File: src/design/cdcn_pkg.sv
// Shared types, codes and exponent tables for the cepstral codebook normalizer.
`default_nettype none
package cdcn_pkg;

  typedef enum logic [1:0] {
    FUNC_LOAD_COEF   = 2'd0,
    FUNC_LOAD_WEIGHT = 2'd1,
    FUNC_LOAD_TILT   = 2'd2,
    FUNC_FRAME       = 2'd3
  } func_e;

  localparam logic [1:0] CFG_ACTIVE_CODES = 2'd0;
  localparam logic [1:0] CFG_ENABLE       = 2'd1;
  localparam logic [1:0] CFG_STATS_READY  = 2'd2;

  localparam int unsigned DIV_DW = 64;
  localparam int unsigned DIV_VW = 40;

  typedef struct packed {
    logic wr_tab;
    logic wr_wt;
    logic wr_tilt;
    logic wr_frame;
    logic clr;
    logic rd;
    logic sq_en;
    logic div_term;
    logic div_out;
    logic dist_add;
    logic exp_en;
    logic fk_en;
    logic ws_add;
    logic prod_en;
    logic acc_add;
    logic j_inc;
    logic j_clr;
    logic k_inc;
    logic out_load;
  } cmd_t;

  typedef struct packed {
    logic en;
    logic ws_zero;
    logic j_last;
    logic k_zero;
    logic k_last;
    logic div_done;
    logic out_free;
  } stat_t;

  // Round a Q.16-scaled product back to Q.16, ties away from zero.
  function automatic logic signed [63:0] round16(input logic signed [63:0] v);
    logic signed [63:0] m;
    begin
      if (v >= 0) begin
        round16 = (v + 64'sd32768) >>> 16;
      end else begin
        m = -v;
        round16 = -((m + 64'sd32768) >>> 16);
      end
    end
  endfunction

  // exp(-i) in Q1.16 for the integer part of the exponent.
  function automatic logic [16:0] exp_int(input logic [3:0] i);
    begin
      case (i)
        4'd0:    exp_int = 17'd65536;
        4'd1:    exp_int = 17'd24109;
        4'd2:    exp_int = 17'd8869;
        4'd3:    exp_int = 17'd3263;
        4'd4:    exp_int = 17'd1200;
        4'd5:    exp_int = 17'd442;
        4'd6:    exp_int = 17'd162;
        4'd7:    exp_int = 17'd60;
        4'd8:    exp_int = 17'd22;
        4'd9:    exp_int = 17'd8;
        4'd10:   exp_int = 17'd3;
        4'd11:   exp_int = 17'd1;
        default: exp_int = 17'd0;
      endcase
    end
  endfunction

  // exp(-f/16) in Q1.16 for the top four fraction bits.
  function automatic logic [16:0] exp_frac(input logic [3:0] f);
    begin
      case (f)
        4'd0:    exp_frac = 17'd65536;
        4'd1:    exp_frac = 17'd61565;
        4'd2:    exp_frac = 17'd57835;
        4'd3:    exp_frac = 17'd54331;
        4'd4:    exp_frac = 17'd51039;
        4'd5:    exp_frac = 17'd47947;
        4'd6:    exp_frac = 17'd45042;
        4'd7:    exp_frac = 17'd42313;
        4'd8:    exp_frac = 17'd39750;
        4'd9:    exp_frac = 17'd37341;
        4'd10:   exp_frac = 17'd35079;
        4'd11:   exp_frac = 17'd32954;
        4'd12:   exp_frac = 17'd30957;
        4'd13:   exp_frac = 17'd29082;
        4'd14:   exp_frac = 17'd27319;
        default: exp_frac = 17'd25664;
      endcase
    end
  endfunction

endpackage
`default_nettype wire

File: src/design/cdcn_ctrl.sv
// Controller: sequences table loads, the per-codeword passes and result delivery.
`default_nettype none
module cdcn_ctrl #(
  parameter int unsigned COEFFS    = 13,
  parameter int unsigned MAX_CODES = 64
) (
  input  wire logic            clk_i,
  input  wire logic            rst_ni,
  input  wire logic            in_valid_i,
  output logic                 in_ready_o,
  input  wire logic [1:0]      func_i,
  input  wire logic [5:0]      code_index_i,
  input  wire logic [3:0]      coef_index_i,
  input  wire cdcn_pkg::stat_t stat_i,
  output cdcn_pkg::cmd_t       cmd_o
);

  typedef enum logic [3:0] {
    S_IDLE, S_D_RD, S_D_MUL, S_D_DIV, S_D_WAIT, S_EXP, S_FK, S_WSUM,
    S_A_RD, S_A_MUL, S_A_ADD, S_NEXT, S_O_START, S_O_WAIT, S_O_LOAD
  } state_e;

  state_e state_q, state_d;
  logic   coef_ok, code_ok;

  assign coef_ok = 32'(coef_index_i) < 32'(COEFFS);
  assign code_ok = 32'(code_index_i) < 32'(MAX_CODES);

  always_comb begin
    state_d    = state_q;
    cmd_o      = '0;
    in_ready_o = 1'b0;
    unique case (state_q)
      S_IDLE: begin
        in_ready_o = 1'b1;
        if (in_valid_i && coef_ok) begin
          unique case (cdcn_pkg::func_e'(func_i))
            cdcn_pkg::FUNC_LOAD_COEF:   cmd_o.wr_tab  = code_ok;
            cdcn_pkg::FUNC_LOAD_WEIGHT: cmd_o.wr_wt   = code_ok;
            cdcn_pkg::FUNC_LOAD_TILT:   cmd_o.wr_tilt = 1'b1;
            cdcn_pkg::FUNC_FRAME: begin
              cmd_o.wr_frame = 1'b1;
              if (32'(coef_index_i) == 32'(COEFFS - 1)) begin
                cmd_o.clr = 1'b1;
                state_d   = stat_i.en ? S_D_RD : S_O_START;
              end
            end
            default: ;
          endcase
        end
      end
      S_D_RD: begin
        cmd_o.rd = 1'b1;
        state_d  = S_D_MUL;
      end
      S_D_MUL: begin
        cmd_o.sq_en = 1'b1;
        state_d     = S_D_DIV;
      end
      S_D_DIV: begin
        cmd_o.div_term = 1'b1;
        state_d        = S_D_WAIT;
      end
      S_D_WAIT: begin
        if (stat_i.div_done) begin
          cmd_o.dist_add = 1'b1;
          if (stat_i.j_last) begin
            cmd_o.j_clr = 1'b1;
            state_d     = S_EXP;
          end else begin
            cmd_o.j_inc = 1'b1;
            state_d     = S_D_RD;
          end
        end
      end
      S_EXP: begin
        cmd_o.exp_en = 1'b1;
        state_d      = S_FK;
      end
      S_FK: begin
        cmd_o.fk_en = 1'b1;
        state_d     = S_WSUM;
      end
      S_WSUM: begin
        cmd_o.ws_add = 1'b1;
        state_d      = stat_i.k_zero ? S_NEXT : S_A_RD;
      end
      S_A_RD: begin
        cmd_o.rd = 1'b1;
        state_d  = S_A_MUL;
      end
      S_A_MUL: begin
        cmd_o.prod_en = 1'b1;
        state_d       = S_A_ADD;
      end
      S_A_ADD: begin
        cmd_o.acc_add = 1'b1;
        if (stat_i.j_last) begin
          cmd_o.j_clr = 1'b1;
          state_d     = S_NEXT;
        end else begin
          cmd_o.j_inc = 1'b1;
          state_d     = S_A_RD;
        end
      end
      S_NEXT: begin
        if (stat_i.k_last) begin
          state_d = S_O_START;
        end else begin
          cmd_o.k_inc = 1'b1;
          state_d     = S_D_RD;
        end
      end
      S_O_START: begin
        if (stat_i.en && !stat_i.ws_zero) begin
          cmd_o.div_out = 1'b1;
          state_d       = S_O_WAIT;
        end else begin
          state_d = S_O_LOAD;
        end
      end
      S_O_WAIT: begin
        if (stat_i.div_done) begin
          state_d = S_O_LOAD;
        end
      end
      S_O_LOAD: begin
        if (stat_i.out_free) begin
          cmd_o.out_load = 1'b1;
          if (stat_i.j_last) begin
            cmd_o.j_clr = 1'b1;
            state_d     = S_IDLE;
          end else begin
            cmd_o.j_inc = 1'b1;
            state_d     = S_O_START;
          end
        end
      end
      default: state_d = S_IDLE;
    endcase
  end

  always_ff @(posedge clk_i or negedge rst_ni) begin
    if (!rst_ni) begin
      state_q <= S_IDLE;
    end else begin
      state_q <= state_d;
    end
  end

endmodule
`default_nettype wire

File: config.mk
export PLATFORM = sky130hd
export DESIGN_NAME = cdcn_ctrl
export DESIGN_NICKNAME = d
export VERILOG_FILES = /design/src/design/cdcn_pkg.sv /design/src/design/cdcn_ctrl.sv
export SDC_FILE = /design/constraint.sdc
export NUM_CORES = 1
export LEC_CHECK = 0
export BUFFER_PORTS_ARGS = -buffer_cell sky130_fd_sc_hd__buf_4
export CAP_MARGIN = 20
export CORE_MARGIN = 2
export CORE_UTILIZATION = 41
export DETAILED_ROUTE_END_ITERATION = 16
export GPL_TIMING_DRIVEN = 0
export PLACE_DENSITY_LB_ADDON = 0.05
export SYNTH_ARGS = -nofsm -noshare
export SYNTH_HDL_FRONTEND = slang
export SYNTH_SLANG_ARGS = --single-unit
File: constraint.sdc
create_clock -name clk_i -period 1.8 [get_ports clk_i]
set_input_delay 0.09 -clock clk_i [delete_from_list [all_inputs] [get_ports clk_i]]
set_output_delay 0.09 -clock clk_i [all_outputs]
set_load 0.01 [all_outputs]
# After elaboration in Yosys (flattened, before gate mapping)
# Index checks and enable logic that the tools add are counted.
# totals
word_cells,76
input_bits,22
out_inout_bits,20
regBits,4
# classes
n_reduce_logical,7
mux,43
eq_ne,24
n_lt_le_gt_ge,1
# op_table
op,n
case mux 4 bit (15 select lines),1
2-to-1 mux 4 bit,9
"equality test 4 bit, second input constant",8
2-to-1 mux 1 bit,23
"equality test 4 x 3 -> 1 bit, second input constant",4
2-to-1 mux 2 bit,6
2-to-1 mux 5 bit,2
"inequality test 2 bit, second input constant",5
"equality test 4 x 2 -> 1 bit, second input constant",2
case mux 2 bit (3 select lines),1
AND reduction 6 bit,1
"equality test 2 bit, second input constant",2
"equality test 4 x 1 -> 1 bit, second input constant",1
logical NOT 4 bit,1
"less-than comparator 4 bit, second input constant",1
2-to-1 mux 3 bit,1
"equality test 2 x 1 -> 1 bit, second input constant",1
logical AND 1 bit,2
logical NOT 2 bit,1
"inequality test 2 x 1 -> 1 bit, second input constant",1
OR reduction 2 bit,1
logical NOT 1 bit,1

# Logic depth before layout (Yosys ltp)
# Gate-level depths: netlist of the first run.
# depth
depth_word,5
depth_mapped,5
ltp_nobuf,4

# Worst setup path after synthesis of the first run
# No wires, ideal clock.
# synth_path
path_type,register to output
startpoint,register state_q[3]
endpoint,output cmd_o[16] (netlist bit)
t_required_ps,1710
setup_slack_ps,235
path_buffers,1
stages_incl_launch_ff,5
t_arrival_ps,1475
cell_sequence,dfrtp_1 buf_6 nor4_4 o211ai_2 nor3b_1
# synth_lines
item,line_no,text
from (decl),cdcn_ctrl.sv:23,"state_e state_q, state_d;"
from (signal assigned),cdcn_ctrl.sv:147,state_q <= state_d;
to (decl),cdcn_ctrl.sv:15,output cdcn_pkg::cmd_t cmd_o

==> results.cfg, run 1 <==
[run_status]
outcome = completed

[placement]
place_hpwl_mm = 1.42
gp_congestion = 0.847
place_ws_ns = 0.185
dpl_cell_area_um2 = 921
dp_cells = 132
port_buffers = 35

[clock_network]
cts_tree = built
h-tree-depth = 1
path_clk_slew_ns = 0.04
root_buffer = clkbuf_4
clock_sink_count = 4
cts_buffers = 3
clk_path_buf_depth = 2
clk_latency_ns = 0.24

[drt]
wl_mm = 1.87
ant_nets = 0
vias_per_cell = 5.57
first_pass_iters = 4
vias = 763
drtIter0Drc = 20
wire_per_inst_um = 13.7
drcViolationCount = 0

[finish]
largest_register_ffs = 4
fill_cells = 148
top_regs = state_q (4)
area_growth_syn_to_layout_pct = 52.2
nets = 145
drive_gt1_frac = 0.471
num_antenna_cells = 0
instances_no_fill = 137
fin_area_um2 = 971
regMostFlops = state_q

[sta]
fin_crit_sh = 0.956
finalSetupViolCount = 0
rsz0062_at_grt = no
timing.hold.ws_ns = 0.188
finalMaxSlewViolations = 0
worst_slack_ns = 0.0794
hold_violations = 0
worst_slew_pin_slew_ns = 0.278
finalCriticalPeriod_ns = 1.72
fmax_mhz = 581
slew_headroom = 0.813
clock_skew_ns = 0.00189
tns_ns = 0

[synthesis]
synthCells = 81
yosysSeqAreaShare = 0.157
synth_cell_type_count = 44
synth_fp_nets = 103
yosys_warnings = 0
synth_top_flop_cell = dfrtp_1
synth_top_area_cell = dfrtp_1
synth_most_common_cell = nor2_1
synth_top_area_frac = 0.157
synth_common_cells = nor2_1 (8), nor3_1 (7), nand2_1 (5), nand2b_1 (5)
netlist_area_um2 = 638
synth-edff-count = 0
ys_ff_latch = 4
yosys-top-cells-area = dfrtp_1 (16%), buf_6 (7.1%), nor3_1 (5.5%)
async_flop_share = 1.00
syn_area_per_cell_um2 = 7.88

[critical_path]
ff2ff_setup_slack_ns = 0.18
end_kind = output pin
cp_max_fo = 10
critPathLaunchType = flop
crit_path_cell_trace = buf_6, clkbuf_4, nand3b_1, o22ai_2, nor3b_1, buf_4
crit_required_ns = 1.71
cp_data_arrival_time_ns = 1.63
cp_slowest_stage_delay_ns = 0.36
crit_buf_inv = 3
crit_family = buffers and inverters
critical_path_class = flop to output pin
slowest_stage = dfrtp_1

[floorplanning]
fp.dieW_um = 43.5
initial_utilization = 0.429
die-area_um2 = 1890
num_rows = 14
core_area_um2 = 1490
die_h_um = 43.5
pin_count = 42

[global_route]
grt_pass1_wl_mm = 3.12
antenna_found_initial = 0
grt_max_degree = 11
grt_overflow = 0
grt_usage = 0.215
grt_pass1_vias = 702

[flow_run]
maxCapViolCount = 0

[power_and_ir_drop]
ir_worst_vdd_v = 0.000733
leakagePower_nw = 0.453
power_density_nw_per_um2 = 1520

[worst_hold_path]
holdCritPathClass = input pin to async pin
==> where the power goes <==
group / leakage, nW / switching (mW) / total (mW) / internal, mW
Sequential: 0.0484 / 0.0243 / 0.166 / 0.142
Combinational: 0.391 / 0.621 / 1.19 / 0.574
Clock: 0.0138 / 0.0384 / 0.113 / 0.0747
==> layout make-up <==
type / instances / area [um^2] / area share
Tap cell: 16 / 20.0 / 0.0206
Multi-Input combinational cell: 67 / 470 / 0.485
Inverter: 2 / 7.51 / 0.00773
Sequential cell: 4 / 100 / 0.103
Buffer: 8 / 70.1 / 0.0722
Timing Repair Buffer: 37 / 280 / 0.289
Clock buffer: 3 / 22.5 / 0.0232
==> stage by stage <==
stage | total power [mW] | utilization
floorplan | 1.00 | -
global placement | 1.30 | 0.618
detailed placement | 1.32 | 0.618
CTS | 1.45 | 0.645
global route | 1.58 | 0.652
finish | 1.47 | 0.652
==> worst paths after layout <==
check	startpoint	to	cells after the start
max	state_q[3]	cmd_o[3]	6
min	rst_ni	state_q[0]	2
max reg2reg	state_q[3]	state_q[0]	5
min reg2reg	state_q[1]	state_q[0]	3
max in group asynchronous	rst_ni	state_q[1]	2
min in group clk_i	in_valid_i	state_q[2]	3
==> kinds of logic after synthesis <==
kind of cell | count (synthesis) | share of synthesized area
AO/OA/AOI/OAI | 19 | 0.231
multiplexers | 1 | 0.0235
flip-flops | 4 | 0.157
XOR/XNOR | 2 | 0.0275
AND/OR/NAND/NOR | 45 | 0.445
buffers and inverters | 10 | 0.116
==> timing repair <==
action | in CTS | in global routing
hold buffers | 1 | 0
setup buffers | 1 | 0
endpoints found under the setup margin | 4 | 1
hold endpoints to repair | 4 | 0
pin swaps | 1 | 0
resized for setup | 0 | 4
cloned | 0 | 0
==> layout by cell type (no fill, tap or decap), types with 2 or more instances in the layout <==
cell type	instances
buf_4	36
nor4_1	2
nor2b_1	2
o21ai_0	3
a21oi_1	2
nand3b_1	2
nand2b_1	5
dfrtp_1	4
nand3_1	2
nor2_1	8
buf_6	4
nor3_1	7
clkbuf_4	5
and3_1	2
nor3b_1	2
nand2_1	5
==> per-layer routing <==
layer,GRT usage,up-vias,share of wire
met3,0.0167,2,0.043
met5,0,-,0
met4,0.0909,0,0.0080
met2,0.349,18,0.51
met1,0.294,351,0.44
li1,-,392,-
No activity file was read; power rests on OpenSTA's default activity.
==> run 2, diff against run 1 <==
--- a/config.mk
+++ b/config.mk
@@ -6,12 +6,13 @@
 export NUM_CORES = 1
 export LEC_CHECK = 0
 export BUFFER_PORTS_ARGS = -buffer_cell sky130_fd_sc_hd__buf_4
-export CAP_MARGIN = 20
+export CAP_MARGIN = 40
 export CORE_MARGIN = 2
 export CORE_UTILIZATION = 41
 export DETAILED_ROUTE_END_ITERATION = 16
 export GPL_TIMING_DRIVEN = 0
 export PLACE_DENSITY_LB_ADDON = 0.05
+export REMOVE_ABC_BUFFERS = 1
 export SYNTH_ARGS = -nofsm -noshare
 export SYNTH_HDL_FRONTEND = slang
 export SYNTH_SLANG_ARGS = --single-unit
==> run 2 against run 1 <==
Clock skew is 0.00087 ns lower. Global-route usage is 4.3 points lower. Total power is 1.2% lower. Sequential share of layout area is 1.3 points higher. Clock-buffer cell count stayed put. Setup slack worse by 0.037 ns. Critical path type is now flop to flop. Via count is 2.0% lower. Clock power hardly changed. Final cell count is 1.5% lower.
==> results.cfg, run 2 (synthesis gave the netlist of run 1 again) <==
[run_status]
outcome = completed

[finish]
mostFrequentLayoutCells = buf_4 (40), nor2_1 (8), nor3_1 (7)
area_growth_syn_to_layout_pct = 52.0
top_regs = state_q (4)
regMostFlops = state_q
largest_register_ffs = 4
drive_gt1_frac = 0.496
final_common_cell = buf_4
fill_cells = 141
nets = 143
num_antenna_cells = 0

[clock_network]
h-tree-depth = 1
cts_buffers = 3
cts_tree = built
path_clk_slew_ns = 0.04
clock_sink_count = 4
root_buffer = clkbuf_4
clk_path_buf_depth = 2
clk_latency_ns = 0.24

[sta]
finalSetupViolCount = 0
finalMaxSlewViolations = 0
tns_ns = 0
worst_slew_pin_slew_ns = 0.329
rsz0062_at_grt = no
finalCriticalPeriod_ns = 1.76
fin_crit_sh = 0.976
hold_violations = 0
fmax_mhz = 569
clock_skew_ns = 0.00102
slew_headroom = 0.781

[critical_path]
crit_required_ns = 1.92
cp_data_arrival_time_ns = 1.88
end_kind = flop
critPathLaunchType = flop
slowest_stage = dfrtp_4
ff2ff_setup_slack_ns = 0.04
crit_family = flip-flops
cp_max_fo = 10
cp_slowest_stage_delay_ns = 0.51
worstReg2RegEnd = state_q[0]
critical_path_class = flop to flop
crit_path_cell_trace = buf_12, and4bb_4, o31a_1, a21oi_2, mux2_4
r2r_start = state_q[1]
crit_buf_inv = 1
r2r_cells = 5

[floorplanning]
die-area_um2 = 1890
core_area_um2 = 1490
num_rows = 14
fp.dieW_um = 43.5
die_h_um = 43.5
initial_utilization = 0.429
pin_count = 42

[power_and_ir_drop]
power_mw = 1.46
ir_worst_vdd_v = 0.000753
power_density_nw_per_um2 = 1500
leakagePower_nw = 0.438

[drt]
ant_nets = 0
drcViolationCount = 0
first_pass_iters = 4
wl_mm = 1.79
drtIter0Drc = 5
vias_per_cell = 5.54
vias = 748
wire_per_inst_um = 13.3

[global_route]
grt_overflow = 0
grt_pass1_wl_mm = 2.51
grt_max_degree = 21
grt_pass1_vias = 603
antenna_found_initial = 0
grt_usage = 0.173

[placement]
port_buffers = 35
place_hpwl_mm = 1.15
gp_congestion = 0.691

[flow_run]
maxCapViolCount = 0

[worst_hold_path]
holdCritPathClass = input pin to async pin
run 2: cell types whose count changed in the layout (fill, tap and decap cells not counted), moves of 3 or more:
cell	delta
buf_4	+4
buf_6	-4
dfrtp_1	-4
dfrtp_4	+3
run 2: layout make-up:
class / count / area (um^2) / share of cell area
clock buffer: 3 / 22.5 / 0.0232
inverter: 2 / 7.51 / 0.00774
timing repair buffer: 43 / 338 / 0.348
multi-input combinational: 67 / 469 / 0.484
sequential: 4 / 113 / 0.116
tap: 16 / 20.0 / 0.0206
run 2: worst reg2reg max path, delay by kind of cell (launching register included):
family | cells | cell delay, ns
flops | 1 | 0.51
compound gates | 2 | 0.48
mux | 1 | 0.30
simple gates | 1 | 0.18
buf+inv | 1 | 0.16
run 2: power breakdown:
group          switching [mW]  internal, mW  leakage, nW  total [mW]
combinational           0.472         0.552        0.381        1.02
clock                  0.0395        0.0748       0.0138       0.114
sequential              0.150         0.166       0.0440       0.317
run 2: layer usage:
layer	vias up	global-route usage	wire, um
li1	380	-	-
met5	-	0	0
met1	347	0.221	840
met2	19	0.278	871
met3	2	0.0417	66
met4	0	0.0727	12
run 2: worst max-delay path by stage:
stage / cells past startpoint / slack [ns] / from / endpoint
2_1_floorplan: 4 / 0.07 / state_q[0] / state_q[0]
3_3_place_gp: 4 / -0.12 / state_q[0] / state_q[0]
3_5_place_dp: 4 / -0.13 / state_q[0] / state_q[0]
4_1_cts: 4 / 0.004 / state_q[3] / state_q[0]
5_1_grt: 5 / 0.01 / state_q[1] / state_q[0]
6_report: 5 / 0.04 / state_q[1] / state_q[0]
run 2: metrics by stage:
| stage | hold slack [ns] | cells | area, um^2 | util | setup WS (ns) |
|---|---|---|---|---|---|
| after floorplan | -0.206 | 73 | 572 | - | 0.0715 |
| after global placement | -0.115 | 124 | 855 | 0.574 | -0.118 |
| after detailed placement | -0.115 | 124 | 855 | 0.574 | -0.130 |
| after CTS | 0.181 | 129 | 898 | 0.603 | 0.00415 |
| after global routing | 0.198 | 135 | 970 | 0.651 | 0.0143 |
| final | 0.201 | 135 | 970 | 0.651 | 0.0424 |
run 2: what timing repair did:
item,CTS,global route
gates resized for setup,3,5
setup buffers,1,6
endpoints found under the hold margin,4,0
setup endpoints to repair,7,9
hold buffers,1,0
pin swaps,1,2
